$ cat config.mk
export PLATFORM = sky130hd
export DESIGN_NAME = calendar_date_day_adder_top
export DESIGN_NICKNAME = d
export VERILOG_FILES = /design/src/rtl/cdda_pkg.sv /design/src/rtl/calendar_date_day_adder_top.sv
export SDC_FILE = /design/constraint.sdc
export NUM_CORES = 1
export LEC_CHECK = 0
export ABC_AREA = 1
export BUFFER_PORTS_ARGS = -buffer_cell sky130_fd_sc_hd__buf_2
export CORE_MARGIN = 1.5
export CORE_UTILIZATION = 38
export CTS_CLUSTER_DIAMETER = 100
export DETAILED_ROUTE_END_ITERATION = 10
export GPL_TIMING_DRIVEN = 0
export PLACE_DENSITY = 0.64
export SETUP_SLACK_MARGIN = 0.05
export SYNTH_ARGS = -nofsm -noshare
export SYNTH_HDL_FRONTEND = slang
export SYNTH_SLANG_ARGS = --single-unit
export TNS_END_PERCENT = 50
$ cat constraint.sdc
create_clock -name aclk -period 9.7 [get_ports aclk]
set_input_delay 2.425 -clock aclk [delete_from_list [all_inputs] [get_ports aclk]]
set_output_delay 2.425 -clock aclk [all_outputs]
set_load 0.01 [all_outputs]
$ cat src/rtl/cdda_pkg.sv
// Package for the Gregorian date register with day addition and comparison.
// Holds the request and result types, command codes and calendar helpers.
// No dependencies.
package cdda_pkg;

    localparam int YEAR_BITS_DEF = 16;
    localparam int DAYS_BITS_DEF = 16;

    localparam logic [1:0] CMD_LOAD    = 2'd0;
    localparam logic [1:0] CMD_ADD     = 2'd1;
    localparam logic [1:0] CMD_COMPARE = 2'd2;

    localparam int unsigned DAYS_PER_400Y = 146097;
    localparam logic [4:0]  FEB_LEAP_LEN  = 5'd29;
    localparam logic [3:0]  LAST_MONTH    = 4'd12;
    localparam logic [8:0]  YEARS_PER_ERA = 9'd400;

    localparam logic [4:0] MONTH_LEN [12] = '{
        5'd31, 5'd28, 5'd31, 5'd30, 5'd31, 5'd30,
        5'd31, 5'd31, 5'd30, 5'd31, 5'd30, 5'd31
    };

    typedef struct packed {
        logic [1:0]  cmd;
        logic [4:0]  op_day;
        logic [3:0]  op_month;
        logic [15:0] op_year;
        logic [15:0] add_days;
    } cdda_req_t;

    typedef struct packed {
        logic [4:0]  cur_day;
        logic [3:0]  cur_month;
        logic [15:0] cur_year;
        logic        invalid;
        logic        earlier;
        logic        same;
    } cdda_rsp_t;

    // Leap test on the year taken modulo 400.
    function automatic logic is_leap(input logic [8:0] ymod);
        is_leap = (ymod[1:0] == 2'd0) && (ymod != 9'd100) && (ymod != 9'd200)
                  && (ymod != 9'd300);
    endfunction

    function automatic logic [4:0] days_in(input logic [3:0] month, input logic leap);
        logic [3:0] idx;
        idx = month - 4'd1;
        if (month == 4'd2 && leap) begin
            days_in = FEB_LEAP_LEN;
        end else if (month >= 4'd1 && month <= LAST_MONTH) begin
            days_in = MONTH_LEN[idx];
        end else begin
            days_in = 5'd31;
        end
    endfunction

endpackage

$ cat src/rtl/calendar_date_day_adder_top.sv
// Top level of the Gregorian date register with day addition and comparison.
// Depends on cdda_pkg for the request and result types and calendar helpers.
//
// Usage: requests arrive on s_valid/s_ready/s_data and results leave on
// m_valid/m_ready/m_data, one result per request. A load checks the operand
// date and stores it, an add advances the stored date by a number of days, and
// a compare reports whether the stored date is earlier than or equal to the
// operand. Every result carries the stored date after the request and flags.
// The block works on one request at a time and holds s_ready low meanwhile.
// A compare or an unused command goes from ST_IDLE to ST_DONE and then into the
// output register. A load passes ST_MOD, ST_REM and ST_LOAD: the operand year is
// reduced modulo 400 for the leap test by a reciprocal multiplication in ST_MOD
// and a subtraction in ST_REM. An add runs in ST_ADD, one step of the shared day
// subtractor at a time: one step per 400 years, per whole year from January 1, or
// per month, up to about 200 steps for the largest 16-bit count. The result waits
// in an output register while m_ready is low; the next request is accepted as
// soon as the previous one has reached it.
// Reset sets the stored date to January 1, 2000 and empties the output.
module calendar_date_day_adder_top
    import cdda_pkg::*;
#(
    parameter int YEAR_BITS = YEAR_BITS_DEF,
    parameter int DAYS_BITS = DAYS_BITS_DEF
) (
    input  logic      aclk,
    input  logic      aresetn,
    input  logic      s_valid,
    output logic      s_ready,
    input  cdda_req_t s_data,
    output logic      m_valid,
    input  logic      m_ready,
    output cdda_rsp_t m_data
);

    localparam int CW = (DAYS_BITS > 18) ? DAYS_BITS : 18;
    localparam logic [YEAR_BITS-1:0] YMAX = {YEAR_BITS{1'b1}};

    // The year divided by 400 is the year divided by 16, then by 25.
    localparam int QN = YEAR_BITS - 4;
    localparam int QS = QN + 5;
    localparam int QW = YEAR_BITS - 8;
    localparam longint QMUL = ((longint'(1) << QS) + 24) / 25;
    localparam logic [QN:0] QMAG = (QN+1)'(QMUL);

    localparam logic [2:0] ST_IDLE = 3'd0;
    localparam logic [2:0] ST_MOD  = 3'd1;
    localparam logic [2:0] ST_LOAD = 3'd2;
    localparam logic [2:0] ST_ADD  = 3'd3;
    localparam logic [2:0] ST_DONE = 3'd4;
    localparam logic [2:0] ST_REM  = 3'd5;

    logic [2:0]           state_reg, state_next;
    logic [4:0]           day_reg, day_next;
    logic [3:0]           month_reg, month_next;
    logic [YEAR_BITS-1:0] year_reg, year_next;
    logic [8:0]           ymod_reg, ymod_next;
    logic [DAYS_BITS-1:0] days_reg, days_next;
    logic [4:0]           op_day_reg, op_day_next;
    logic [3:0]           op_month_reg, op_month_next;
    logic [YEAR_BITS-1:0] op_year_reg, op_year_next;
    logic [8:0]           mod_reg, mod_next;
    logic [QW-1:0]        quot_reg, quot_next;
    logic                 invalid_reg, invalid_next;
    logic                 earlier_reg, earlier_next;
    logic                 same_reg, same_next;
    logic                 m_valid_reg, m_valid_next;
    cdda_rsp_t            m_data_reg, m_data_next;

    logic [YEAR_BITS-1:0] in_year;
    logic [2*QN:0]        quot_prod;
    logic [YEAR_BITS-1:0] era_base;
    logic                 cur_leap;
    logic [4:0]           cur_dim;
    logic [4:0]           rem_days;
    logic [8:0]           year_len;
    logic [CW-1:0]        days_ext;
    logic                 jan1;
    logic                 era_fits;
    logic                 era_step;
    logic                 year_step;
    logic [CW-1:0]        sub_amt;
    logic [CW-1:0]        days_diff;
    logic [8:0]           ymod_inc;
    logic                 load_ok;
    logic [4:0]           load_dim;

    assign s_ready = (state_reg == ST_IDLE);
    assign m_valid = m_valid_reg;
    assign m_data  = m_data_reg;

    assign in_year   = YEAR_BITS'(s_data.op_year);
    assign quot_prod = (2*QN+1)'(op_year_reg[YEAR_BITS-1:4]) * (2*QN+1)'(QMAG);
    // The quotient times 400 is the sum of its shifts by 8, 7 and 4.
    assign era_base  = {quot_reg, 8'd0} + {1'b0, quot_reg, 7'd0} + {4'd0, quot_reg, 4'd0};
    assign cur_leap  = is_leap(ymod_reg);
    assign cur_dim   = days_in(month_reg, cur_leap);
    assign rem_days  = cur_dim - day_reg;
    assign year_len  = cur_leap ? 9'd366 : 9'd365;
    assign days_ext  = CW'(days_reg);
    assign jan1      = (day_reg == 5'd1) && (month_reg == 4'd1);
    assign era_fits  = ({1'b0, year_reg} + (YEAR_BITS+1)'(YEARS_PER_ERA))
                       <= {1'b0, YMAX};
    assign era_step  = jan1 && era_fits && (days_ext >= CW'(DAYS_PER_400Y));
    assign year_step = jan1 && !era_step && (days_ext >= CW'(year_len));
    assign sub_amt   = era_step  ? CW'(DAYS_PER_400Y) :
                       year_step ? CW'(year_len) : CW'(rem_days) + CW'(1);
    assign days_diff = days_ext - sub_amt;
    assign ymod_inc  = (ymod_reg == YEARS_PER_ERA - 9'd1) ? 9'd0 : ymod_reg + 9'd1;
    assign load_dim  = days_in(op_month_reg, is_leap(mod_reg));
    assign load_ok   = (op_month_reg >= 4'd1) && (op_month_reg <= LAST_MONTH)
                       && (op_day_reg >= 5'd1) && (op_day_reg <= load_dim);

    always_comb begin
        state_next    = state_reg;
        day_next      = day_reg;
        month_next    = month_reg;
        year_next     = year_reg;
        ymod_next     = ymod_reg;
        days_next     = days_reg;
        op_day_next   = op_day_reg;
        op_month_next = op_month_reg;
        op_year_next  = op_year_reg;
        mod_next      = mod_reg;
        quot_next     = quot_reg;
        invalid_next  = invalid_reg;
        earlier_next  = earlier_reg;
        same_next     = same_reg;
        m_valid_next  = m_valid_reg && !m_ready;
        m_data_next   = m_data_reg;

        unique case (state_reg)
            ST_IDLE: begin
                if (s_valid) begin
                    op_day_next   = s_data.op_day;
                    op_month_next = s_data.op_month;
                    op_year_next  = in_year;
                    days_next     = DAYS_BITS'(s_data.add_days);
                    invalid_next  = 1'b0;
                    earlier_next  = 1'b0;
                    same_next     = 1'b0;
                    state_next    = ST_DONE;
                    if (s_data.cmd == CMD_LOAD) begin
                        state_next = ST_MOD;
                    end else if (s_data.cmd == CMD_ADD) begin
                        state_next = ST_ADD;
                    end else if (s_data.cmd == CMD_COMPARE) begin
                        if (year_reg != in_year) begin
                            earlier_next = year_reg < in_year;
                        end else if (month_reg != s_data.op_month) begin
                            earlier_next = month_reg < s_data.op_month;
                        end else begin
                            earlier_next = day_reg < s_data.op_day;
                        end
                        same_next = (day_reg == s_data.op_day)
                                    && (month_reg == s_data.op_month)
                                    && (year_reg == in_year);
                    end
                end
            end
            ST_MOD: begin
                quot_next  = quot_prod[2*QN:QS];
                state_next = ST_REM;
            end
            ST_REM: begin
                mod_next   = 9'(op_year_reg - era_base);
                state_next = ST_LOAD;
            end
            ST_LOAD: begin
                if (load_ok) begin
                    day_next   = op_day_reg;
                    month_next = op_month_reg;
                    year_next  = op_year_reg;
                    ymod_next  = mod_reg;
                end else begin
                    invalid_next = 1'b1;
                end
                state_next = ST_DONE;
            end
            ST_ADD: begin
                if (days_reg == '0) begin
                    state_next = ST_DONE;
                end else if (era_step) begin
                    days_next = DAYS_BITS'(days_diff);
                    year_next = year_reg + YEAR_BITS'(YEARS_PER_ERA);
                end else if (year_step) begin
                    if (year_reg == YMAX) begin
                        day_next     = 5'd31;
                        month_next   = LAST_MONTH;
                        invalid_next = 1'b1;
                        state_next   = ST_DONE;
                    end else begin
                        days_next = DAYS_BITS'(days_diff);
                        year_next = year_reg + YEAR_BITS'(1);
                        ymod_next = ymod_inc;
                    end
                end else if (days_ext <= CW'(rem_days)) begin
                    day_next   = day_reg + 5'(days_reg);
                    state_next = ST_DONE;
                end else begin
                    days_next = DAYS_BITS'(days_diff);
                    day_next  = 5'd1;
                    if (month_reg == LAST_MONTH) begin
                        if (year_reg == YMAX) begin
                            day_next     = 5'd31;
                            invalid_next = 1'b1;
                            state_next   = ST_DONE;
                        end else begin
                            month_next = 4'd1;
                            year_next  = year_reg + YEAR_BITS'(1);
                            ymod_next  = ymod_inc;
                        end
                    end else begin
                        month_next = month_reg + 4'd1;
                    end
                end
            end
            ST_DONE: begin
                if (!m_valid_reg || m_ready) begin
                    m_valid_next          = 1'b1;
                    m_data_next.cur_day   = day_reg;
                    m_data_next.cur_month = month_reg;
                    m_data_next.cur_year  = 16'(year_reg);
                    m_data_next.invalid   = invalid_reg;
                    m_data_next.earlier   = earlier_reg;
                    m_data_next.same      = same_reg;
                    state_next            = ST_IDLE;
                end
            end
            default: begin
                state_next = ST_IDLE;
            end
        endcase
    end

    always_ff @(posedge aclk) begin
        if (!aresetn) begin
            state_reg   <= ST_IDLE;
            day_reg     <= 5'd1;
            month_reg   <= 4'd1;
            year_reg    <= YEAR_BITS'(2000);
            ymod_reg    <= 9'd0;
            m_valid_reg <= 1'b0;
        end else begin
            state_reg   <= state_next;
            day_reg     <= day_next;
            month_reg   <= month_next;
            year_reg    <= year_next;
            ymod_reg    <= ymod_next;
            m_valid_reg <= m_valid_next;
        end
    end

    always_ff @(posedge aclk) begin
        days_reg     <= days_next;
        op_day_reg   <= op_day_next;
        op_month_reg <= op_month_next;
        op_year_reg  <= op_year_next;
        mod_reg      <= mod_next;
        quot_reg     <= quot_next;
        invalid_reg  <= invalid_next;
        earlier_reg  <= earlier_next;
        same_reg     <= same_next;
        m_data_reg   <= m_data_next;
    end

    // The stored month always stays within the calendar.
    a_month_range: assert property (@(posedge aclk) disable iff (!aresetn)
        (month_reg >= 4'd1) && (month_reg <= LAST_MONTH))
        else $error("stored month out of range");

    // The stored day never exceeds the length of the stored month.
    a_day_range: assert property (@(posedge aclk) disable iff (!aresetn)
        (day_reg >= 5'd1) && (day_reg <= cur_dim))
        else $error("stored day out of range");

    // A rejected load leaves the stored date untouched.
    a_bad_load: assert property (@(posedge aclk) disable iff (!aresetn)
        (state_reg == ST_LOAD && !load_ok) |=>
        ($stable(day_reg) && $stable(month_reg) && $stable(year_reg)))
        else $error("rejected load changed the date");

    // Only one request is in work at a time.
    a_one_req: assert property (@(posedge aclk) disable iff (!aresetn)
        (s_valid && s_ready) |=> !s_ready)
        else $error("second request accepted while busy");

endmodule

# ---- Word-level counts from Yosys, hierarchy flattened
# Memory sizes are Yosys's and may differ from the RTL's.
# Index checks and enable logic that the tools add are counted.
dict set report word_totals {
  word_cells 215
  input_bits 47
  memories 2
  romBits 160
  register_bits 124
  out_inout_bits 30
}
dict set report op_classes {
  n_eq_ne 40
  n_reduce_logical 42
  n_mux 77
  bitwise 3
  addsub 14
  order_cmp 15
  mul 1
}
# memory words word_bits rd rd_ports_with_merged_regs write_ports line
set memory_table {}
lappend memory_table {{(no name shown)} 16 5 1 0 0 cdda_pkg.sv:52} ;# days_in = MONTH_LEN[idx];
lappend memory_table {{(no name shown)} 16 5 1 0 0 cdda_pkg.sv:52}
# cell n
set ops {}
lappend ops {{$mux 16} 13}
lappend ops {{$mux 9} 9}
lappend ops {{$mux 5} 16}
lappend ops {{$pmux 16 s2} 2}
lappend ops {{$mux 4} 8}
lappend ops {{$mux 3} 10}
lappend ops {{$mul 12x13->22 const B} 1}
lappend ops {{$logic_and 1x1->1} 20}
lappend ops {{$add 9x9->9} 2}
lappend ops {{$ge 16x18->1 const B} 1}
lappend ops {{$ne 9x7->1 const B} 2}
lappend ops {{$ne 9x8->1 const B} 2}
lappend ops {{$ne 9x9->1 const B} 2}
lappend ops {{$pmux 3 s6} 1}
lappend ops {{$pmux 9 s2} 1}
lappend ops {{$add 16x9->17 const B} 1}
lappend ops {{$le 17x16->1 const B} 1}
lappend ops {{$add 16x1->16 const B} 1}
lappend ops {{$add 16x9->16 const B} 1}
lappend ops {{$eq 16x16->1} 1}
lappend ops {{$eq 16x16->1 const B} 1}
lappend ops {{$ge 16x9->1} 1}
lappend ops {{$le 16x5->1} 1}
lappend ops {{$logic_not 16->1} 1}
lappend ops {{other kinds (54)} 93}

# ---- Depth between registers and ports, before layout
# Gate-level depths: netlist (run 1).
dict set report logic_depth {
  depth_word 17
  ltp_mapped 33
  ltp_nobuf 33
}

# ---- Worst setup path after synthesis (run 1)
# No wires, ideal clock.
dict set report synth_path {
  kind {input -> register}
  start {input port s_valid}
  end {register days_reg[0] (enable)}
  t_required_ns 9.291
  setup_time_ns 0.409
  path_stages 4
  arrival_ns 4.956
  path_slack_ns 4.334
  cell_sequence {inv_1 -> nor2_1 -> nor2_1 -> nor3_1}
}
dict set report synth_between {
  elab_chain_cells 2
}
# element line
set synth_lines {}
lappend synth_lines {{start: declaration} calendar_date_day_adder_top.sv:27} ;# input logic s_valid,
lappend synth_lines {{$ne 2x2->1 (no line)} --}
lappend synth_lines {{$reduce_and 5->1 (no line)} --}
lappend synth_lines {{end signal: assignment} calendar_date_day_adder_top.sv:254} ;# days_reg <= days_next;
lappend synth_lines {{end: declaration} calendar_date_day_adder_top.sv:57} ;# logic [DAYS_BITS-1:0] days_reg, days_next;
# No other way between the ends.
# A chain may end at the register's enable or synchronous reset.

# ---- Final worst setup path (run 1)
dict set report layout_path {
  start {register op_year_reg[7]}
  end {register quot_reg[4], data pin}
}
dict set report layout_between {
  elab_chain_cells 1
}
# element line
set layout_lines {}
lappend layout_lines {{start: declaration} calendar_date_day_adder_top.sv:60} ;# logic [YEAR_BITS-1:0] op_year_reg, op_year_next;
lappend layout_lines {{start signal: assignment} calendar_date_day_adder_top.sv:257} ;# op_year_reg <= op_year_next;
lappend layout_lines {{$mul 12x13->22} calendar_date_day_adder_top.sv:92} ;# assign quot_prod = (2*QN+1)'(op_year_reg[YEAR_BITS-1:4]) * (2*QN+1)'(QMAG);
lappend layout_lines {{named net quot_prod[21]} calendar_date_day_adder_top.sv:70} ;# logic [2*QN:0] quot_prod;
lappend layout_lines {{end signal: assignment} calendar_date_day_adder_top.sv:259} ;# quot_reg <= quot_next;
lappend layout_lines {{end: declaration} calendar_date_day_adder_top.sv:62} ;# logic [QW-1:0] quot_reg, quot_next;
# The timed path passes the listed nets, and every way through them passes these cells.

==> flow_summary.ini, run 1 <==
[min_path]
worstHoldPathType = flop to flop

[cells_and_area]
final_layout_size_suffix_gt1_share_pct = 11.2
area_growth_pct = 14.3
nNetsFinal = 1552
largest_register_ff_count = 28
fin_util_pct = 44.0
antenna_cells_inserted = 0
n_fill_cell = 2599

[yosys]
netlist.area_leader.share_pct = 25.1
synth_seq_cells = 124
synthCells = 1226
synth_largest_area_cell = edfxtp_1
ys_types = 45
seq_area_frac_synth_pct = 32.5
synthTopCellsByArea = edfxtp_1, ha_1, fa_1
syn_area_sq_um = 10300
synth_nets = 1455
yosysWarningCount = 0
syn_area_per_cell_sq_um = 8.39

[floorplan]
die_y_microns = 168
core_sq_um = 26700
dieArea_sq_um = 28100
initial_core_util_pct = 38.5
rows = 60
die_x_microns = 168
num_io_pins = 77

[detailed_routing]
wire_per_inst_microns = 15.1
drc = 0
ant_nets = 0
drt_wl_total_microns = 25300
first_pass_iters = 5
num_vias = 8359
dr.first_iter.drc_count = 470
routed_via_density = 4.98

[worst_setup_path]
arrival_ps = 5200
critPathLaunchType = flop
required_ps = 9870
crit_fanout = 7
crit_type = flop to flop
end_kind = flop

[global_routing]
grt_first_pass_wirelength_microns = 41500
antenna_found_initial = 0
grt_pass1_vias = 8206
grt.total_usage_pct = 18.6
overflow = 0
grt_start_max_net_pins = 29

[clock_network]
insertion_delay_ps = 420
cts_root_buf = clkbuf_16
clkSinkCount = 124
ctsResizeCount = 0
numCtsBuffers = 17
ctsHoldBuffers = 0
clkTransAtPathRegs_ps = 60
h-tree-depth = 4
clock_path_buffers = 2
post-cts-setup-buffers = 0
cts_tree = built

[timing]
max_freq_ghz = 0.199
final_max_slew_viol_count = 0
fin_setup_tns_ps = 0
post-route-period-util_pct = 51.8
fin_skew_ps = 13.5
setup_viol = 0
relSlewSlack_pct = 36.9
tightest_slew_ps = 944
period_minus_slack_ps = 5030
hold_violations = 0
rsz0062_at_grt = no
layout_setup_ws_ps = 4670

[power_and_ir_drop]
power_density_nw_per_um2 = 263
peakVddDrop_v = 0.000160
cellLeakagePower_nw = 5.71
power_mw = 3.09

[outcome]
outcome = completed

[place]
place_congestion = 0.899
pre_cts_ws_ps = 4670
port_buffers = 76
dpl.hpwl_microns = 19900

[job]
maxCapViolations = 0
-- routing by layer --
layer	track usage [%]	up-vias	share of wire [%]
li1	-	4216	-
met1	24.9	3934	48
met2	31.6	180	47
met3	1.87	29	3.1
met4	6.19	0	1.5
met5	0	-	0
-- worst max-delay path, cell delays in order (launching register included) --
cell and delay, ps:
edfxtp_1 620, fa_1 670, inv_1 70, fa_1 500, inv_1 40, ha_1 270, inv_1 50, fa_1 520
inv_1 50, fa_1 480, ha_1 300, a21oi_1 170, o21a_1 140, nand2_1 70, nand3_1 70, nand2_1 100
nand3_1 90, nand2_1 90, a21oi_1 210, nor2_1 60, nor2_1 110, xor2_1 80
-- cell usage in the layout, fill, tap and decap left out, types with 3 or more instances in the layout --
cell type    n
inv_1      217
clkbuf_16   17
nand3_1     66
clkinv_4     5
nor2_2       4
buf_6        3
bufinv_16    3
buf_2       79
nor2_1     125
nand2_1    220
ha_1       134
o21bai_1     4
o211ai_1     3
nor3_1      13
clkbuf_1    14
o2111ai_1    5
nand4_1     19
xnor2_1     13
a31oi_1      7
dfxtp_1     38
inv_2        3
or2_2        6
a21oi_1     52
nor3_2       4
nand3_2      3
o31ai_1      3
fa_1        48
edfxtp_1    86
xor2_1      34
nand2_2      7
nor4_1       9
nand3b_1     6
nor2_4       3
o21ai_0     56
-- through the flow --
step	hold WS [ps]	area, sq um	cells
3_3_place_gp	431	11100	1643
4_1_cts	445	11800	1677
2_1_floorplan	400	10300	1226
3_5_place_dp	420	11200	1645
5_1_grt	451	11800	1677
6_report	436	11800	1677
-- cell usage after synthesis (all sizes together) --
| cell | instances |
|---|---|
| o221ai | 2 |
| clkbuf | 12 |
| o21ai | 58 |
| a31oi | 7 |
| ha | 134 |
| o311ai | 1 |
| o21bai | 4 |
| o2111ai | 5 |
| or2 | 6 |
| o31ai | 3 |
| buf | 8 |
| a21oi | 53 |
| nand3 | 69 |
| o22ai | 2 |
| o211ai | 3 |
| nor4 | 9 |
| and3 | 1 |
| xnor2 | 13 |
| nor3 | 18 |
| dfxtp | 38 |
| clkinv | 1 |
| inv | 220 |
| nand4 | 20 |
| nand3b | 6 |
| a21boi | 1 |
| nor2 | 132 |
| edfxtp | 86 |
| a21o | 1 |
| xor2 | 34 |
| fa | 48 |
| nand2 | 229 |
| o21a | 2 |
-- cells by family after synthesis --
kind of cell	share of synthesized area [%]
AO/OA/AOI/OAI	7.65
XOR/XNOR	4.00
adder cells (fa/ha/maj)	25.6
buffers and inverters	9.05
flip-flops	32.5
AND/OR/NAND/NOR	21.1
-- final timing paths --
kind                  startpoint          end  slack (ps)  cells past startpoint
setup / recovery  op_year_reg[7]  quot_reg[4]        4670                     21
hold / removal       earlier_reg    m_data[1]         440                      0
setup reg to reg  op_year_reg[7]  quot_reg[4]        4670                     21
hold reg to reg      earlier_reg    m_data[1]         440                      0
-- report_power, final --
group          internal, mW  leakage [nW]  switching (mW)
combinational         0.698          4.32           0.985
sequential            0.680          1.10          0.0706
clock                 0.406         0.290           0.252
total                  1.78          5.71            1.31
-- layout make-up --
type | instances | area [sq um] | area share (%)
Clock inverter | 13 | 168 | 1.43
Tap cell | 341 | 427 | 3.63
Timing Repair Buffer | 78 | 419 | 3.57
Multi-Input combinational cell | 861 | 6030 | 51.3
Clock buffer | 19 | 433 | 3.68
Inverter | 221 | 830 | 7.06
Buffer | 20 | 101 | 0.862
Sequential cell | 124 | 3340 | 28.4
Power figures use the tool's default switching activity.
==> run 2, diff against run 1 <==
clock period = 5 ns   (was 9.7 ns; I/O delays follow)
==> flow_summary.ini, run 2 (synthesized netlist as in run 1, its figures left out) <==
[outcome]
outcome = completed

[timing]
final_max_slew_viol_count = 0
relSlewSlack_pct = 36.9
period_minus_slack_ps = 4770
timing.hold.ws_ps = 437
max_freq_ghz = 0.210
setup_viol = 0
rsz0062_at_grt = yes
fin_skew_ps = 15.1
tightest_slew_ps = 943
post-route-period-util_pct = 95.4
hold_violations = 0

[worst_setup_path]
crit_top_cell = fa_1
cpPeakStageDelay_ps = 600
arrival_ps = 4940
path_cells = fa_1, inv_1, fa_1, inv_1, fa_1, fa_1, fa_1, ha_4, a21oi_2, o21ai_0, a21oi_1, nand2_1, nand3_1, nand2_2, a21oi_2, nor2_1, nor2_1, xor2_1
end_kind = flop
required_ps = 5170
crit_type = flop to flop
crit_fanout = 4
cpMaxStageDelayCell = fa_1
critPathLaunchType = flop

[cells_and_area]
fin_cells = 1700
area_growth_pct = 16.5
final_layout_size_suffix_gt1_share_pct = 13.5
largest_register_ff_count = 28
antenna_cells_inserted = 0
mostFrequentLayoutCell = nand2_1
final_cell_mix = nand2_1, inv_1, ha_1
nNetsFinal = 1575

[place]
port_buffers = 76
placed_cells = 1645
dpl.hpwl_microns = 19900
place_congestion = 0.899

[global_routing]
overflow = 0
grt.total_usage_pct = 18.8
grt_start_max_net_pins = 29
grt_pass1_vias = 8246
antenna_found_initial = 0
grt_first_pass_wirelength_microns = 41900

[floorplan]
core_sq_um = 26700
num_io_pins = 77
die_x_microns = 168
rows = 60
initial_core_util_pct = 38.5
die_y_microns = 168
dieArea_sq_um = 28100

[detailed_routing]
drt_wl_total_microns = 25900
num_vias = 8482
ant_nets = 0
routed_via_density = 4.99
wire_per_inst_microns = 15.3
drc = 0
first_pass_iters = 6
dr.first_iter.drc_count = 462

[power_and_ir_drop]
peakVddDrop_v = 0.000331
cellLeakagePower_nw = 5.81
power_density_nw_per_um2 = 525

[job]
maxCapViolations = 0

[clock_network]
clkTransAtPathRegs_ps = 60
cts_tree = built
clkSinkCount = 124
insertion_delay_ps = 430
h-tree-depth = 4
clock_path_buffers = 2
ctsHoldBuffers = 0
cts_root_buf = clkbuf_16
numCtsBuffers = 17

[min_path]
worstHoldPathType = flop to flop
## run 2: timing repair
action | 4_1_cts | 5_1_grt
gates resized for setup | 0 | 13
buffers inserted | 10 | 13
pin swaps | 0 | 11
setup endpoints to repair | 2 | 21
## run 2: critical path: cells and delay by family, from the launching register on
| family | cells | cell delay, ps |
|---|---|---|
| fa+ha+maj | 6 | 2910 |
| flops | 1 | 480 |
| compound gates | 4 | 480 |
| simple gates | 5 | 450 |
| buf+inv | 2 | 120 |
| xor+xnor | 1 | 80 |
## run 2: final cells by class
type                    instances  area [sq um]
fillers                      2577         14700
multi-input cells             861          6090
flip-flops and latches        124          3350
inverters                     221           833
repair buffers                101           592
clock buffers                  19           433
well taps                     341           427
clock inverters                13           168
plain buffers                  20           101
## run 2: layer usage
layer / vias to the layer above / GRT usage (%) / wire, microns
met5: - / 0 / 0
met4: 0 / 6.03 / 440
met3: 37 / 1.84 / 842
met2: 190 / 31.9 / 12200
met1: 3992 / 25.4 / 12400
li1: 4263 / - / -
## run 2: worst paths after layout
path	from	to	slack, ps	cells past startpoint
setup reg to reg	op_year_reg[15]	quot_reg[4]	230	18
hold reg to reg	earlier_reg	m_data[1]	440	0
hold / removal	earlier_reg	m_data[1]	440	0
setup / recovery	op_year_reg[15]	quot_reg[4]	230	18
## run 2: power by group
| part | internal (mW) | switching, mW |
|---|---|---|
| combinational | 1.55 | 2.02 |
| sequential | 1.32 | 0.126 |
| clock | 0.788 | 0.492 |
## run 2: through the flow
| stage | total power [mW] | utilization, % | cell area, sq um | setup WS, ps | setup TNS (ps) |
|---|---|---|---|---|---|
| floorplan | 3.94 | - | 10300 | 337 | 0 |
| global placement | 4.65 | 41.5 | 11100 | -828 | -13230 |
| detailed placement | 4.74 | 41.7 | 11200 | -25.2 | -25.2 |
| CTS | 6.07 | 44.3 | 11800 | 71.6 | 0 |
| global route | 6.92 | 44.8 | 12000 | -40.5 | -56.4 |
| finish | 6.29 | 44.8 | 12000 | 228 | 0 |
==> run 3, diff against run 2 <==
CORE_UTILIZATION = 50   (was 38)
PLACE_DENSITY = 0.77   (was 0.64)
==> flow_summary.ini, run 3 (synthesized netlist as in run 1, its figures left out) <==
[outcome]
outcome = completed

[place]
place_congestion = 0.962
dpl.hpwl_microns = 19200
port_buffers = 76
placed_cells = 1575
placedInstanceArea_sq_um = 11100
pre_cts_ws_ps = -79.8

[floorplan]
rows = 52
die_y_microns = 146
core_sq_um = 20200
num_io_pins = 77
dieArea_sq_um = 21400
die_x_microns = 146
initial_core_util_pct = 50.8

[global_routing]
grt_start_max_net_pins = 27
use_met1_pct = 31.7
grt_first_pass_wirelength_microns = 40600
antenna_found_initial = 0
overflow = 0
grt_pass1_vias = 8333
busiest_layer = met2
grt.total_usage_pct = 24.0
grt_use_met2_pct = 40.4
grtUsageMet3_pct = 3.59

[min_path]
worstHoldPathType = flop to flop

[timing]
final_max_slew_viol_count = 0
timing.hold.ws_ps = 441
period_minus_slack_ps = 4780
layout_setup_ws_ps = 218
hold_violations = 0
tightest_slew_ps = 951
setup_viol = 0
rsz0062_at_grt = no
relSlewSlack_pct = 36.4
fin_skew_ps = 12.7
post-route-period-util_pct = 95.6
fin_setup_tns_ps = 0
max_freq_ghz = 0.209

[power_and_ir_drop]
peakVddDrop_v = 0.000384
cellLeakagePower_nw = 5.81
power_density_nw_per_um2 = 532
power_mw = 6.35

[detailed_routing]
drt_wl_total_microns = 25500
num_vias = 8652
wire_per_inst_microns = 15.7
ant_nets = 0
drc = 0
first_pass_iters = 6
dr.first_iter.drc_count = 696
routed_via_density = 5.32

[worst_setup_path]
critPathLaunchType = flop
cpMaxStageDelayCell = fa_1
path_cells = fa_1, inv_1, fa_1, inv_1, fa_1, fa_1, fa_1, ha_4, a21oi_2, o21ai_0, a21oi_1, nand2_2, nand3_2, nand2_2, a21oi_2, nor2_1, nor2_1, xor2_1
crit_type = flop to flop
arrival_ps = 4950
crit_top_cell = fa_1
required_ps = 5170
crit_fanout = 3
cpPeakStageDelay_ps = 580
end_kind = flop

[clock_network]
cts_tree = built
cts_root_buf = clkbuf_16
clkSinkCount = 124
numCtsBuffers = 17
insertion_delay_ps = 420
h-tree-depth = 4
clkTransAtPathRegs_ps = 60
clock_path_buffers = 2

[cells_and_area]
antenna_cells_inserted = 0
design_area_sq_um = 11900
largest_register_ff_count = 28
fin_cells = 1627
final_cell_mix = inv_1, nand2_1, ha_1
final_layout_size_suffix_gt1_share_pct = 13.9
fin_util_pct = 59.0
nNetsFinal = 1573
area_growth_pct = 16.0

[job]
maxCapViolations = 0
==> run 3: cell types whose count changed in the layout (fill, tap and decap cells not counted), moves of 2 or more <==
cell and delta:
buf_4 -7, buf_6 +4, inv_6 +4, clkinv_4 -3
ha_1 -2, ha_4 +2, nand2_1 -2
==> run 3: power breakdown <==
group	switching, mW	internal, mW
clock network	0.503	0.748
logic	2.05	1.60
registers	0.120	1.32
==> run 3: critical path: cells and delay by family (launching register included) <==
kind / cells / cell delay (ps)
flops: 1 / 440
compound gates: 4 / 560
xor+xnor: 1 / 80
simple gates: 5 / 430
buf+inv: 2 / 120
fa+ha+maj: 6 / 2900
==> run 3: worst paths after layout <==
path / slack (ps) / endpoint / cells past startpoint / startpoint
worst max-delay path: 220 / quot_reg[4] / 18 / op_year_reg[15]
worst min-delay path: 440 / m_data[1] / 0 / earlier_reg
worst min register to register: 440 / m_data[1] / 0 / earlier_reg
worst max register to register: 220 / quot_reg[4] / 18 / op_year_reg[15]
==> run 3: repair_timing <==
item                                    in CTS  in global routing
hold buffers                                 0                  0
endpoints found under the setup margin       1                 18
cloned                                       0                  0
setup buffers                                7                 13
pin swaps                                    0                 17
resized for setup                            1                 22
==> run 3: area by class of cell <==
type                       count  area, sq um
fill                        1659         8300
tap                          270          338
timing repair buffer          99          604
sequential                   124         3350
buffer                        20          101
inverter                     221          830
clock inverter                13          156
clock buffer                  19          433
multi-input combinational    861         6120
==> run 3: layer usage <==
layer  vias to the layer above  share of wire [%]
li1                       4268                  -
met1                      4033                 44
met2                       293                 48
met3                        58                6.0
met4                         0                2.6
met5                         -                  0
